### src/rtl/bgnc_pkg.sv
package bgnc_pkg;

	localparam int ROW_BITS_W = 32;
	localparam int CFG_W = 6;
	localparam int COL_W = 5;
	localparam int CNT_W = 4;
	localparam int CSUM_W = 2;
	localparam logic [CFG_W-1:0] ROW_WIDTH_RESET = 6'd32;
	localparam logic [CNT_W-1:0] RULE_MIN = 4'd5;

	typedef enum logic {
		ST_IDLE,
		ST_RUN
	} bgnc_state_t;

	typedef struct packed {
		logic accept;
		logic last;
		logic have_prior;
		logic load_first;
		logic load_single;
		logic load_second;
		logic step;
	} bgnc_ctl_t;

endpackage

### src/rtl/bgnc_ctrl.sv
module bgnc_ctrl #(
	parameter int MAX_WIDTH = 32
) (
	input  logic                          clk,
	input  logic                          arst_n,
	input  logic                          in_valid,
	output logic                          in_stall,
	input  logic                          last_row,
	output logic                          out_valid,
	input  logic                          out_stall,
	input  logic [$clog2(MAX_WIDTH)-1:0]  wlast,
	output bgnc_pkg::bgnc_ctl_t           ctl,
	output logic [bgnc_pkg::COL_W-1:0]    column,
	output logic                          last_of_run,
	output logic                          frame_done
);
	import bgnc_pkg::*;

	localparam int CW = $clog2(MAX_WIDTH);

	bgnc_state_t   state_q, state_d;
	logic [CW-1:0] col_q;
	logic          second_q;
	logic          frame_q;
	logic          have_prior_q;
	logic          out_valid_q;
	logic [COL_W-1:0] column_q;
	logic          last_of_run_q;
	logic          frame_done_q;
	logic          last_col;

	always_comb begin
		state_d = state_q;
		unique case (state_q)
			ST_IDLE: begin
				if (ctl.accept && (have_prior_q || last_row)) begin
					state_d = ST_RUN;
				end
			end
			ST_RUN: begin
				if (ctl.step && last_col && !second_q) begin
					state_d = ST_IDLE;
				end
			end
		endcase
	end

	always_comb begin
		last_col        = (col_q == wlast);
		in_stall        = (state_q != ST_IDLE);
		ctl.accept      = in_valid && (state_q == ST_IDLE);
		ctl.last        = last_row;
		ctl.have_prior  = have_prior_q;
		ctl.step        = (state_q == ST_RUN) && (!out_valid_q || !out_stall);
		ctl.load_first  = ctl.accept && have_prior_q;
		ctl.load_single = ctl.accept && !have_prior_q && last_row;
		ctl.load_second = ctl.step && last_col && second_q;
	end

	always_ff @(posedge clk or negedge arst_n) begin
		if (!arst_n) begin
			state_q      <= ST_IDLE;
			col_q        <= '0;
			second_q     <= 1'b0;
			frame_q      <= 1'b0;
			have_prior_q <= 1'b0;
			out_valid_q  <= 1'b0;
		end else begin
			state_q <= state_d;
			if (ctl.accept) begin
				col_q        <= '0;
				second_q     <= have_prior_q && last_row;
				frame_q      <= !have_prior_q && last_row;
				have_prior_q <= !last_row;
			end else if (ctl.load_second) begin
				col_q    <= '0;
				second_q <= 1'b0;
				frame_q  <= 1'b1;
			end else if (ctl.step && !last_col) begin
				col_q <= col_q + CW'(1);
			end
			if (ctl.step) begin
				out_valid_q <= 1'b1;
			end else if (!out_stall) begin
				out_valid_q <= 1'b0;
			end
		end
	end

	// result side fields
	always_ff @(posedge clk) begin
		if (ctl.step) begin
			column_q      <= COL_W'(col_q);
			last_of_run_q <= last_col && !second_q;
			frame_done_q  <= last_col && frame_q;
		end
	end

	assign out_valid   = out_valid_q;
	assign column      = column_q;
	assign last_of_run = last_of_run_q;
	assign frame_done  = frame_done_q;

	a_first_row_silent: assert property (@(posedge clk) disable iff (!arst_n)
		ctl.accept && !have_prior_q && !last_row |=> state_q == ST_IDLE)
		else $error("first row of frame started a run");

	a_second_in_run: assert property (@(posedge clk) disable iff (!arst_n)
		second_q |-> state_q == ST_RUN)
		else $error("second row pending outside a run");

	a_frame_pass_clean: assert property (@(posedge clk) disable iff (!arst_n)
		frame_q && state_q == ST_RUN |-> !have_prior_q)
		else $error("bottom row pass with stored row still marked");

	a_step_gives_result: assert property (@(posedge clk) disable iff (!arst_n)
		ctl.step |=> out_valid_q)
		else $error("column step produced no result");

	a_accept_col_zero: assert property (@(posedge clk) disable iff (!arst_n)
		ctl.accept |=> col_q == '0)
		else $error("column counter not cleared on transfer");

endmodule

### src/rtl/bgnc_window.sv
module bgnc_window #(
	parameter int MAX_WIDTH = 32
) (
	input  logic                          clk,
	input  logic                          arst_n,
	input  bgnc_pkg::bgnc_ctl_t           ctl,
	input  logic [MAX_WIDTH-1:0]          row,
	input  logic [$clog2(MAX_WIDTH)-1:0]  wlast,
	output logic [bgnc_pkg::CNT_W-1:0]    neighbor_count,
	output logic                          rule_bit,
	output logic [bgnc_pkg::CNT_W-1:0]    hint_count
);
	import bgnc_pkg::*;

	localparam int CW = $clog2(MAX_WIDTH);

	logic [MAX_WIDTH-1:0] row_two_back_q, row_one_back_q;
	logic [MAX_WIDTH-1:0] above2_q, row_in_q;
	logic [MAX_WIDTH-1:0] sh_a_q, sh_c_q, sh_b_q;
	logic [MAX_WIDTH-1:0] mask, src_a, src_b, src_c, am, cm, bm;
	logic [CSUM_W-1:0]    cs_prev_q, cs_cur_q, cs_next, cs_load;
	logic                 centre_q;
	logic [CNT_W-1:0]     cnt;
	logic [CNT_W-1:0]     count_q, hint_q;
	logic                 rule_q;
	logic                 load;

	always_comb begin
		for (int j = 0; j < MAX_WIDTH; j++) begin
			mask[j] = (CW'(j) <= wlast);
		end
	end

	always_comb begin
		priority if (ctl.load_first) begin
			src_a = row_two_back_q;
			src_c = row_one_back_q;
			src_b = row;
		end else if (ctl.load_single) begin
			src_a = '0;
			src_c = row;
			src_b = '0;
		end else begin
			src_a = above2_q;
			src_c = row_in_q;
			src_b = '0;
		end
		load    = ctl.load_first || ctl.load_single || ctl.load_second;
		am      = src_a & mask;
		cm      = src_c & mask;
		bm      = src_b & mask;
		cs_load = CSUM_W'(am[0]) + CSUM_W'(cm[0]) + CSUM_W'(bm[0]);
		cs_next = CSUM_W'(sh_a_q[0]) + CSUM_W'(sh_c_q[0]) + CSUM_W'(sh_b_q[0]);
		cnt     = CNT_W'(cs_prev_q) + CNT_W'(cs_cur_q) + CNT_W'(cs_next);
	end

	// rows kept across items
	always_ff @(posedge clk or negedge arst_n) begin
		if (!arst_n) begin
			row_two_back_q <= '0;
			row_one_back_q <= '0;
		end else if (ctl.accept) begin
			if (ctl.last) begin
				row_two_back_q <= '0;
				row_one_back_q <= '0;
			end else begin
				row_two_back_q <= ctl.have_prior ? row_one_back_q : '0;
				row_one_back_q <= row;
			end
		end
	end

	always_ff @(posedge clk) begin
		if (ctl.accept) begin
			row_in_q <= row;
			above2_q <= ctl.have_prior ? row_one_back_q : '0;
		end
		if (load) begin
			sh_a_q    <= am >> 1;
			sh_c_q    <= cm >> 1;
			sh_b_q    <= bm >> 1;
			cs_prev_q <= '0;
			cs_cur_q  <= cs_load;
			centre_q  <= cm[0];
		end else if (ctl.step) begin
			sh_a_q    <= sh_a_q >> 1;
			sh_c_q    <= sh_c_q >> 1;
			sh_b_q    <= sh_b_q >> 1;
			cs_prev_q <= cs_cur_q;
			cs_cur_q  <= cs_next;
			centre_q  <= sh_c_q[0];
		end
		if (ctl.step) begin
			count_q <= cnt;
			rule_q  <= (cnt == '0) || (cnt >= RULE_MIN);
			hint_q  <= centre_q ? '0 : cnt;
		end
	end

	assign neighbor_count = count_q;
	assign rule_bit       = rule_q;
	assign hint_count     = hint_q;

	a_count_range: assert property (@(posedge clk) disable iff (!arst_n)
		ctl.step |=> count_q <= CNT_W'(9))
		else $error("window count above nine");

	a_hint_zero_on_set: assert property (@(posedge clk) disable iff (!arst_n)
		ctl.step && centre_q |=> hint_q == '0)
		else $error("hint not cleared for set centre");

	a_load_clears_prev: assert property (@(posedge clk) disable iff (!arst_n)
		load |=> cs_prev_q == '0)
		else $error("left column sum not cleared at row start");

endmodule

### src/rtl/binary_grid_neighbor_count.sv
// channel | direction | handshake        | payload
// cfg     | in        | cfg_valid/ready  | cfg_data (row_width)
// in      | in        | in_valid/stall   | row_bits, last_row
// out     | out       | out_valid/stall  | column, neighbor_count, rule_bit,
//         |           |                  | hint_count, last_of_run, frame_done
//
// an item is taken in one transfer and then causes none, one or two rows of
// results, each with one column step per column of width w; stall holds the steps.
// the row shift registers move one column a cycle unless out_stall holds a pending result.
// reset clears stored rows and sets row_width to 32; no clearing pass.
// out_stall holds the column sequencer; in_stall is high while a run of results is in progress.
module binary_grid_neighbor_count #(
	parameter int MAX_WIDTH = 32
) (
	input  logic                                clk,
	input  logic                                arst_n,
	input  logic                                cfg_valid,
	output logic                                cfg_ready,
	input  logic [bgnc_pkg::CFG_W-1:0]          cfg_data,
	input  logic                                in_valid,
	output logic                                in_stall,
	input  logic [bgnc_pkg::ROW_BITS_W-1:0]     row_bits,
	input  logic                                last_row,
	output logic                                out_valid,
	input  logic                                out_stall,
	output logic [bgnc_pkg::COL_W-1:0]          column,
	output logic [bgnc_pkg::CNT_W-1:0]          neighbor_count,
	output logic                                rule_bit,
	output logic [bgnc_pkg::CNT_W-1:0]          hint_count,
	output logic                                last_of_run,
	output logic                                frame_done
);
	import bgnc_pkg::*;

	localparam int CW = $clog2(MAX_WIDTH);
	localparam logic [CFG_W-1:0] MAX_W_C = CFG_W'(MAX_WIDTH);

	logic [CFG_W-1:0]     row_width_q;
	logic [CW-1:0]        wlast;
	logic [MAX_WIDTH-1:0] row;
	bgnc_ctl_t            ctl;

	assign cfg_ready = 1'b1;

	always_ff @(posedge clk or negedge arst_n) begin
		if (!arst_n) begin
			row_width_q <= ROW_WIDTH_RESET;
		end else if (cfg_valid && cfg_ready) begin
			row_width_q <= cfg_data;
		end
	end

	// index of the last column in use
	always_comb begin
		priority if (row_width_q == '0) begin
			wlast = '0;
		end else if (row_width_q > MAX_W_C) begin
			wlast = CW'(MAX_WIDTH - 1);
		end else begin
			wlast = CW'(row_width_q - CFG_W'(1));
		end
	end

	assign row = row_bits[MAX_WIDTH-1:0];

	bgnc_ctrl #(
		.MAX_WIDTH(MAX_WIDTH)
	) u_ctrl (
		.clk        (clk),
		.arst_n     (arst_n),
		.in_valid   (in_valid),
		.in_stall   (in_stall),
		.last_row   (last_row),
		.out_valid  (out_valid),
		.out_stall  (out_stall),
		.wlast      (wlast),
		.ctl        (ctl),
		.column     (column),
		.last_of_run(last_of_run),
		.frame_done (frame_done)
	);

	bgnc_window #(
		.MAX_WIDTH(MAX_WIDTH)
	) u_window (
		.clk           (clk),
		.arst_n        (arst_n),
		.ctl           (ctl),
		.row           (row),
		.wlast         (wlast),
		.neighbor_count(neighbor_count),
		.rule_bit      (rule_bit),
		.hint_count    (hint_count)
	);

	a_no_transfer_while_busy: assert property (@(posedge clk) disable iff (!arst_n)
		ctl.step |-> !ctl.accept)
		else $error("input transfer during column run");

	a_cfg_taken: assert property (@(posedge clk) disable iff (!arst_n)
		cfg_valid |=> row_width_q == $past(cfg_data))
		else $error("row width write lost");

	a_wlast_range: assert property (@(posedge clk) disable iff (!arst_n)
		32'(wlast) <= MAX_WIDTH - 1)
		else $error("last column beyond storage");

endmodule
### config.mk
export PLATFORM = sky130hd
export DESIGN_NAME = binary_grid_neighbor_count
export DESIGN_NICKNAME = d
export VERILOG_FILES = /design/src/rtl/bgnc_pkg.sv /design/src/rtl/bgnc_ctrl.sv /design/src/rtl/bgnc_window.sv /design/src/rtl/binary_grid_neighbor_count.sv
export SDC_FILE = /design/constraint.sdc
export NUM_CORES = 1
export LEC_CHECK = 0
export BUFFER_PORTS_ARGS = -buffer_cell sky130_fd_sc_hd__clkbuf_2
export CAP_MARGIN = 20
export CORE_MARGIN = 8
export CORE_UTILIZATION = 25
export DETAILED_ROUTE_END_ITERATION = 16
export PLACE_DENSITY_LB_ADDON = 0.3
export REMOVE_ABC_BUFFERS = 1
export SLEW_MARGIN = 20
export SYNTH_ARGS = -nofsm -noshare
export SYNTH_HDL_FRONTEND = slang
export SYNTH_HIERARCHICAL = 1
export SYNTH_SLANG_ARGS = --single-unit
### constraint.sdc
create_clock -name clk -period 10 [get_ports clk]
set_input_delay 2.5 -clock clk [delete_from_list [all_inputs] [get_ports clk]]
set_output_delay 2.5 -clock clk [all_outputs]
set_load 0.02 [all_outputs]
==> results.md, run 1 <==
* Layout cell share with drive strength beyond 1 at 16.5%
* Max Clk Rate at 185 MHz
* Relative slew slack at 34.4%
* Final WL at 30.7 mm
* Area leader, netlist: edfxtp_1
* EDFF count, synth at 176
* DP Area at 0.0126 mm2
* Comb power frac at 26.5%
* Least-Margin Pin Slew at 984 ps
* Via count at 7681
* Most frequent cells in the layout: 176 x edfxtp_1, 113 x nand2_1, 79 x dfrtp_1
* Detailed Place HPWL at 17.9 mm
* First-pass GRT wire length at 47.9 mm
* Post-DRT Antenna Nets at 0
* Synth top area share at 45.1%
* Outcome: finished, final reports clean
* Unique masters post-synth at 62
* Drc violations at 0
* Final instance area at 0.0136 mm2
* Pin count of the biggest net entering global routing at 102
* Setup TNS at 0 ps
* Cell Area, Synth at 0.0117 mm2
* Crit path capture type: flop
* Lkg Pwr at 5.15 nW
* Sequential share of the synthesized area at 62.6%
* GRT Overall Usage at 11.1%
* DR iter-0 viols at 488
* Chip width at 232 um
* Boundary Pins at 63
* Detailed-route wire length per cell at 19.0 um
* Antenna cell count at 0
* Post-Layout Cell Count at 1619
* Tcrit/Tclk final at 54.2%
* Hold WC Path Type: flop to flop
* Layout area overhead at 16.2%
* Max VDD drop at 128 uV
* TritonCTS clock tree: done
* Post-synthesis cell count at 951
* Worst Path Max Fanout at 76
* Die Y at 232 um
* Most common cell after layout, fill and taps aside: edfxtp_1
* Minimum clock period at 5420 ps
* Max-slew violation count at 0
* Top cells by area, synth: edfxtp_1 45%, dfrtp_1 17%, nand2_1 3.6%, a22o_1 3.6%, o21ai_0 3.1%
* RePlAce Congestion at 0.743
* Post-CTS Setup Bufs at 0
* RSZ-0062 raised after global routing: no
* Endpoints failing setup at 0
* Clk slew on worst S/H paths at 60 ps
* Req. time, crit path at 10370 ps
* Ys async rst share at 31.0%
* Via density at 4.74
* Bufs on Longest Clock Path at 3
* Clock Latency Late Sink at 550 ps
* NetSw at 1.33 mW
* H-tree depth at 1
* Reg power frac at 46.7%
* Final net count at 1042
* Initial antenna violation count at 0
* Int Pwr at 2.86 mW
* Crit path launch type: primary input
* Pwr per Cell Area at 307 mW/mm2
* Clock share of power at 26.8%
* Grt ovf at 0
* Inserted Clock Buffers at 30
* Vias in the first global route at 7824
* CORE AREA at 0.0464 mm2
* Max Cap Violations at 0
* Row count at 79
* Worst Skew at 10.7 ps
* Starting Density at 25.3%
* DP Cell Count at 1563
* Net switching share of the total power at 31.7%
* Avg Inst Size Synth at 12.3 um2
* DR pass1 iterations at 4
* Port Buffers at 61
* Worst EP arrival at 5790 ps
* Post-CTS Hold Buffers at 0
* Die area at 0.0540 mm2
* PostCTS Resize Cnt at 0
* Final Hold Viols at 0
* CTS sink count at 258
* Root Driver: clkbuf_16
* Setup CP Type: primary input to flop
* Synth Register Bits at 258
* Ys flop type: edfxtp_1
* Ys Warns at 6
==> flip-flops by register name (all words and copies together) (netlist names), 2 cells and up <==
| signal | flops |
|---|---|
| u_window/row_in_q | 32 |
| u_window/hint_count | 4 |
| u_window/sh_b_q | 31 |
| u_window/sh_c_q | 31 |
| u_window/row_one_back_q | 32 |
| row_width_q | 6 |
| u_window/cs_prev_q | 2 |
| u_ctrl/col_q | 5 |
| u_window/sh_a_q | 31 |
| u_window/cs_cur_q | 2 |
| u_window/neighbor_count | 4 |
| u_window/above2_q | 32 |
| u_ctrl/column | 5 |
| u_window/row_two_back_q | 32 |
==> kinds of logic (layout without fill, tap and decap cells) <==
| group | count (synthesis) | after routing | share of synthesized area [%] |
|---|---|---|---|
| AND/OR/NAND/NOR | 260 | 260 | 11.6 |
| flip-flops | 258 | 258 | 62.6 |
| AO/OA/AOI/OAI | 245 | 245 | 14.8 |
| buffers and inverters | 115 | 176 | 4.23 |
| adder cells (fa/ha/maj) | 12 | 12 | 1.52 |
| multiplexers | 55 | 55 | 4.96 |
| XOR/XNOR | 5 | 5 | 0.374 |
| other | 1 | 1 | 0.0320 |
==> power groups by stage <==
stage / clock [mW] / sequential [mW] / combinational (mW)
after global routing: 1.19 / 2.01 / 1.25
after floorplan: 0 / 1.96 / 0.753
after detailed placement: 0 / 1.98 / 1.12
after global placement: 0 / 1.97 / 1.10
after CTS: 1.15 / 1.96 / 1.13
final: 1.12 / 1.96 / 1.11
==> per-layer routing <==
metal | GRT usage (%) | share of wire, %
met5 | 0 | 0
met4 | 2.26 | 1.4
met3 | 1.91 | 5.0
met1 | 15.3 | 46
met2 | 18.3 | 48
==> worst max-delay path, cell delays in order <==
cell      delay [ps]
clkbuf_2          90
nand2_1          220
inv_4            600
and2_4           500
buf_4            800
or3_1            580
nand4_1          200
a211oi_1         250
==> cell type report <==
type	instances	area (um2)
fillers	4659	32700
flip-flops and latches	258	7330
multi-input cells	578	3930
clock buffers	48	900
well taps	607	759
repair buffers	74	405
inverters	46	175
clock inverters	8	119
==> stage by stage <==
step	power (mW)	hold slack [ps]	util (%)	worst slack (ps)
after global placement	3.08	482	27.2	4050
after CTS	4.24	500	29.4	4510
after floorplan	2.71	460	-	-2100
final	4.19	497	29.4	4580
after detailed placement	3.10	485	27.2	3890
after global routing	4.45	515	29.4	4290
==> synthesized netlist by cell type (all sizes together) (2+ instances only) <==
| master | count |
|---|---|
| o41ai | 6 |
| nor2b | 10 |
| xnor2 | 5 |
| nor4bb | 2 |
| o21a | 2 |
| mux2 | 24 |
| nand2 | 113 |
| edfxtp | 176 |
| a21oi | 14 |
| and3 | 2 |
| nor4 | 2 |
| o31ai | 37 |
| inv | 46 |
| and2 | 41 |
| dfxtp | 2 |
| buf | 38 |
| clkbuf | 31 |
| a22o | 48 |
| nor3 | 10 |
| nand3 | 5 |
| nor3b | 3 |
| a31oi | 4 |
| nand3b | 34 |
| nor2 | 23 |
| ha | 6 |
| a211oi | 4 |
| o21ai | 73 |
| or4b | 2 |
| or4 | 2 |
| maj3 | 2 |
| o32ai | 4 |
| fa | 4 |
| or3 | 2 |
| nand2b | 2 |
| mux2i | 31 |
| a32o | 9 |
| a211o | 2 |
| dfrtp | 79 |
| a22oi | 30 |
| o211ai | 2 |
| or2 | 5 |
==> path summary, 6_finish.rpt <==
path	from	cells after the start	slack [ps]	endpoint
max	in_valid	8	4580	u_window/sh_c_q[30]$_SDFFCE_PP0P_
min	u_window/cs_prev_q[1]$_SDFFE_PN0P_	2	500	u_window/cs_prev_q[1]$_SDFFE_PN0P_
max reg2reg	row_width_q[0]$_DFFE_PN0P_	14	5030	u_window/sh_c_q[24]$_DFFE_PP_
min reg2reg	u_window/cs_prev_q[1]$_SDFFE_PN0P_	2	500	u_window/cs_prev_q[1]$_SDFFE_PN0P_
max in group asynchronous	arst_n	2	6930	u_ctrl/frame_q$_DFFE_PN0P_
min in group asynchronous	arst_n	1	1900	u_window/row_one_back_q[24]$_DFFE_PN0P_
No activity file was read; power rests on OpenSTA's default activity.
==> run 2, diff against run 1 <==
==> constraint.sdc (replaced) <==
create_clock -name clk -period 5.1 [get_ports clk]
set_input_delay 1.275 -clock clk [delete_from_list [all_inputs] [get_ports clk]]
set_output_delay 1.275 -clock clk [all_outputs]
set_load 0.02 [all_outputs]
==> run 2 against run 1 <==
Against the previous run:
- sequential cell count unchanged
- first-iteration DRC count grew 37%
- global-route usage rose by 0.069 points
- hold slack better by 1.5 ps
- cell area down 0.34%
- wire length down 0.30%
- die area stayed put
==> results.md, run 2 (synthesis results as in run 1) <==
* Outcome: finished, final reports clean (unchanged)
* Layout cell share with drive strength beyond 1 at 16.7% (was 16.5%)
* Grt ovf at 0 (unchanged)
* Chip width at 232 um (unchanged)
* Req. time, crit path at 5310 ps (was 10370 ps)
* Die Y at 232 um (unchanged)
* Final WL at 30.6 mm (was 30.7 mm)
* Final net count at 1048 (was 1042)
* DR iter-0 viols at 669 (was 488)
* Via count at 7766 (was 7681)
* Crit path capture type: flop (unchanged)
* CP peak stage delay at 500 ps (was 800 ps)
* Most common cell after layout, fill and taps aside: edfxtp_1 (unchanged)
* Setup TNS at 0 ps (unchanged)
* Lkg Pwr at 5.13 nW (was 5.15 nW)
* Tot Pwr at 8.02 mW (was 4.19 mW)
* CP max stage cell: or4b_4 (was buf_4)
* Final Hold Viols at 0 (unchanged)
* Top Family by Delay on Critical Path: simple AND/OR/NAND/NOR gates (unchanged)
* Crit-path cells: inv_1 -> ha_1 -> or4b_4 -> maj3_2 -> xnor2_1 -> nand3_2 -> nor3_1 -> and2_1 -> nor3_4 -> nand2b_4 -> buf_4 (was clkbuf_2 -> nand2_1 -> inv_4 -> and2_4 -> buf_4 -> or3_1 -> nand4_1 -> a211oi_1)
* First-pass GRT wire length at 48.1 mm (was 47.9 mm)
* Relative slew slack at 33.8% (was 34.4%)
* Pwr per Cell Area at 591 mW/mm2 (was 307 mW/mm2)
* Endpoints failing setup at 0 (unchanged)
* Vias in the first global route at 7768 (was 7824)
* Hold path cells at 2 (unchanged)
* R2R setup slack at 1150 ps (was 5030 ps)
* Max VDD drop at 215 uV (was 128 uV)
* Initial antenna violation count at 2 (was 0)
* H-tree depth at 1 (unchanged)
* WHS at 499 ps (was 497 ps)
* CORE AREA at 0.0464 mm2 (unchanged)
* Via density at 4.78 (was 4.74)
* Boundary Pins at 63 (unchanged)
* Antenna cell count at 0 (unchanged)
* Tcrit/Tclk final at 77.4%
* Detailed Place HPWL at 19.2 mm (was 17.9 mm)
* RSZ-0062 raised after global routing: no (unchanged)
* GRT Overall Usage at 11.2% (was 11.1%)
* DR pass1 iterations at 4 (unchanged)
* Least-Margin Pin Slew at 993 ps (was 984 ps)
* Max Cap Violations at 0 (unchanged)
* PostCTS Resize Cnt at 0 (unchanged)
* Setup Slack @ Placement at 1170 ps (was 3890 ps)
* Row count at 79 (unchanged)
* WP buf/inv at 2 (was 3)
* Die area at 0.0540 mm2 (unchanged)
* Minimum clock period at 3950 ps
* Root Driver: clkbuf_16 (unchanged)
* Clock Latency Late Sink at 550 ps (about the same)
* Worst Path Max Fanout at 32 (was 76)
* Bufs on Longest Clock Path at 3 (unchanged)
* Setup ws final at 1150 ps (was 4580 ps)
* Most frequent cells in the layout: 176 x edfxtp_1, 113 x nand2_1, 79 x dfrtp_1 (unchanged)
* Pin count of the biggest net entering global routing at 144 (was 102)
* RePlAce Congestion at 0.730 (was 0.743)
* Max-slew violation count at 0 (unchanged)
* Post-CTS Setup Bufs at 0 (unchanged)
* CTS sink count at 258 (unchanged)
* Detailed-route wire length per cell at 18.9 um (was 19.0 um)
* Cells on worst reg2reg path at 11 (was 14)
* Hold WC Path Type: flop to flop (unchanged)
* Post-CTS Hold Buffers at 0 (unchanged)
* Port Buffers at 61 (unchanged)
* Worst EP arrival at 4160 ps (was 5790 ps)
* Worst Skew at 10.7 ps (about the same)
* Layout area overhead at 15.8% (was 16.2%)
* Drc violations at 0 (unchanged)
* Starting Density at 25.3% (unchanged)
* Final Util at 29.3% (was 29.4%)
* Crit path depth at 11 (was 8)
* Post-DRT Antenna Nets at 0 (unchanged)
* Max Clk Rate at 253 MHz
* Setup CP Type: flop to flop (was primary input to flop)
* Inserted Clock Buffers at 29 (was 30)
* Clk slew on worst S/H paths at 70 ps (was 60 ps)
* TritonCTS clock tree: done (unchanged)
* Crit path launch type: flop (was primary input)
run 2: per-layer routing:
| layer | part of all wire [%] | global-route usage, % |
|---|---|---|
| met5 | 0 | 0 |
| met4 | 1.8 | 2.30 |
| met3 | 5.0 | 1.91 |
| met2 | 47 | 18.2 |
| met1 | 46 | 15.6 |
run 2: cell type report:
cell class	count	area, um2
timing repair buffer	81	483
clock buffer	34	754
tap	607	759
sequential	258	7330
inverter	46	175
multi-input combinational	578	3920
clock inverter	19	148
fill	4696	32800
run 2: worst paths after layout:
path	startpoint	endpoint
setup reg to reg	row_width_q[0]$_DFFE_PN0P_	u_window/sh_c_q[5]$_DFFE_PP_
min in group asynchronous	arst_n	u_window/row_one_back_q[27]$_DFFE_PN0P_
max in group asynchronous	arst_n	u_window/row_one_back_q[3]$_DFFE_PN0P_
hold reg to reg	u_window/cs_prev_q[1]$_SDFFE_PN0P_	u_window/cs_prev_q[1]$_SDFFE_PN0P_
hold / removal	u_window/cs_prev_q[1]$_SDFFE_PN0P_	u_window/cs_prev_q[1]$_SDFFE_PN0P_
setup / recovery	row_width_q[0]$_DFFE_PN0P_	u_window/sh_c_q[5]$_DFFE_PP_
run 2: through the flow:
stage               area [um2]  instances
finish                   13600       1623
CTS                      13600       1623
global placement         12700       1570
floorplan                11400        882
detailed placement       12700       1570
global route             13600       1623
run 2: where the power goes:
group	switching [mW]	total, mW	internal (mW)
Clock	0.853	2.01	1.15
Combinational	1.31	2.19	0.876
Sequential	0.431	3.82	3.39
Total	2.60	8.02	5.42
run 2: worst reg2reg max path, stage by stage (launching register included):
cell and delay [ps]:
dfrtp_1 400, inv_1 140, ha_1 200, or4b_4 500, maj3_2 490, xnor2_1 240, nand3_2 150, nor3_1 330
and2_1 270, nor3_4 80, nand2b_4 420, buf_4 410
==> run 3, diff against run 2 <==
==> constraint.sdc (replaced) <==
create_clock -name clk -period 3.5 [get_ports clk]
set_input_delay 0.875 -clock clk [delete_from_list [all_inputs] [get_ports clk]]
set_output_delay 0.875 -clock clk [all_outputs]
set_load 0.02 [all_outputs]
==> run 3 against run 2 <==
Against the previous run:
- largest cell class unchanged
- clock skew is essentially flat
- sequential cell count did not move
- via count rose by 0.52%
- largest power group unchanged
- highest routed layer unchanged
- wire length increased by 2.8%
- count of clock-buffer cells in the layout increased by 3
- maximum frequency increased by 20%
- critical endpoint is now u_window/sh_c_q[17]$_DFFE_PP_
- register-to-register slack worse by 950 ps
==> results.md, run 3 (synthesis results as in run 1) <==
* Outcome: finished, final reports clean (unchanged)
* RePlAce Congestion at 0.725 (was 0.730)
* Setup CP Type: flop to flop (unchanged)
* Row count at 79 (unchanged)
* Clk slew on worst S/H paths at 60 ps (was 70 ps)
* Endpoints failing setup at 0 (unchanged)
* Final Util at 30.1% (was 29.3%)
* DR pass1 iterations at 5 (was 4)
* Die Y at 232 um (unchanged)
* Setup Slack @ Placement at 21.0 ps (was 1170 ps)
* Drc violations at 0 (unchanged)
* Vias in the first global route at 7792 (was 7768)
* Crit path launch type: flop (unchanged)
* Antenna cell count at 0 (unchanged)
* GRT Overall Usage at 11.2% (about the same)
* Worst Skew at 11.1 ps (was 10.7 ps)
* First-pass GRT wire length at 48.2 mm (was 48.1 mm)
* Max Clk Rate at 303 MHz (was 253 MHz)
* Final net count at 1072 (was 1048)
* Max-slew violation count at 0 (unchanged)
* Inserted Clock Buffers at 31 (was 29)
* Crit path capture type: flop (unchanged)
* CTS sink count at 258 (unchanged)
* H-tree depth at 1 (unchanged)
* Post-DRT Antenna Nets at 0 (unchanged)
* RSZ-0062 raised after global routing: no (unchanged)
* Layout area overhead at 19.1% (was 15.8%)
* Initial antenna violation count at 1 (was 2)
* Boundary Pins at 63 (unchanged)
* Minimum clock period at 3300 ps (was 3950 ps)
* Port Buffers at 61 (unchanged)
* Lkg Pwr at 5.34 nW (was 5.13 nW)
* Pwr per Cell Area at 858 mW/mm2 (was 591 mW/mm2)
* Setup ws final at 200 ps (was 1150 ps)
* Worst Path Max Fanout at 28 (was 32)
* WHS at 368 ps (was 499 ps)
* Root Driver: clkbuf_16 (unchanged)
* Multi-input gate area at 0.00395 mm2 (was 0.00392 mm2)
* CORE AREA at 0.0464 mm2 (unchanged)
* Detailed-route wire length per cell at 19.1 um (was 18.9 um)
* Chip width at 232 um (unchanged)
* Post-CTS Hold Buffers at 0 (unchanged)
* Post-Layout Cell Count at 1650 (was 1623)
* Detailed Place HPWL at 19.3 mm (was 19.2 mm)
* TritonCTS clock tree: done (unchanged)
* Bufs on Longest Clock Path at 3 (unchanged)
* Die area at 0.0540 mm2 (unchanged)
* Least-Margin Pin Slew at 938 ps (was 993 ps)
* Tot Pwr at 12.0 mW (was 8.02 mW)
* Final WL at 31.5 mm (was 30.6 mm)
* Final Hold Viols at 0 (unchanged)
* Pin count of the biggest net entering global routing at 96 (was 144)
* Grt ovf at 0 (unchanged)
* Via count at 7806 (was 7766)
* Max VDD drop at 281 uV (was 215 uV)
* DR iter-0 viols at 568 (was 669)
* Tcrit/Tclk final at 94.3% (was 77.4%)
* DP Cell Count at 1585 (was 1570)
* Register area at 0.00733 mm2 (unchanged)
* Relative slew slack at 37.4% (was 33.8%)
* Via density at 4.73 (was 4.78)
* Most common cell after layout, fill and taps aside: edfxtp_1 (unchanged)
* Hold WC Path Type: primary input to async pin (was flop to flop)
* Req. time, crit path at 3820 ps (was 5310 ps)
* Clock Latency Late Sink at 570 ps (was 550 ps)
* Worst EP arrival at 3620 ps (was 4160 ps)
* Max Cap Violations at 0 (unchanged)
* Filler cells at 4654 (was 4696)
* Starting Density at 25.3% (unchanged)
* Layout cell share with drive strength beyond 1 at 19.3% (was 16.7%)
* Most frequent cells in the layout: 176 x edfxtp_1, 113 x nand2_1, 79 x dfrtp_1 (unchanged)
[run 3: power by group]
group	internal [mW]	switching [mW]	total [mW]
clock	1.71	1.26	2.97
sequential	4.95	0.603	5.55
combinational	1.44	2.02	3.46
total	8.09	3.88	12.0
[run 3: cell type report]
type                    count  area share, %
clock inverters            21          0.915
repair buffers            103           5.73
clock buffers              37           5.79
well taps                 607           5.44
multi-input cells         578           28.3
flip-flops and latches    258           52.5
inverters                  46           1.26
[run 3: path summary, 6_finish.rpt]
path | startpoint | end | slack (ps) | cells past startpoint
max in group asynchronous | arst_n | row_width_q[5]$_DFFE_PN1P_ | 2740 | 2
min | arst_n | u_window/row_two_back_q[26]$_DFFE_PN0P_ | 370 | 2
max reg2reg | row_width_q[1]$_DFFE_PN0P_ | u_window/sh_c_q[17]$_DFFE_PP_ | 200 | 13
max | row_width_q[1]$_DFFE_PN0P_ | u_window/sh_c_q[17]$_DFFE_PP_ | 200 | 13
min in group clk | u_window/cs_prev_q[1]$_SDFFE_PN0P_ | u_window/cs_prev_q[1]$_SDFFE_PN0P_ | 500 | 2
min reg2reg | u_window/cs_prev_q[1]$_SDFFE_PN0P_ | u_window/cs_prev_q[1]$_SDFFE_PN0P_ | 500 | 2
[run 3: what timing repair did]
item / CTS / global route
cloned: 0 / 3
endpoints found under the hold margin: 0 / 0
resized for setup: 1 / 9
buffers inserted: 0 / 4
pin swaps: 0 / 1
endpoints found under the setup margin: 1 / 189
[run 3: critical path, cell delays in order, from the launching register on]
cell       delay (ps)
dfrtp_1           400
inv_1             140
ha_1              190
or4b_4            500
maj3_2            340
xnor2_1           180
nand3_2           120
nor3_4            190
and2_4            190
nor3_4             50
buf_12            160
buf_4             140
clkbuf_16         190
a22o_1            240
[run 3: metal layers]
| layer | vias up | GRT usage (%) | wire, um | share of wire (%) |
|---|---|---|---|---|
| met5 | - | 0 | 0 | 0 |
| met4 | 0 | 2.24 | 496 | 1.6 |
| met3 | 38 | 2.13 | 1490 | 4.7 |
| met2 | 164 | 18.1 | 14800 | 47 |
| met1 | 3941 | 15.6 | 14700 | 47 |
| li1 | 3663 | - | - | - |
[run 3: per-stage QoR]
stage / TNS (ps) / cell area, um2
after floorplan: -1115130 / 11400
after global placement: 0 / 12800
after detailed placement: 0 / 12800
after CTS: 0 / 13800
after global routing: 0 / 14000
final: 0 / 14000
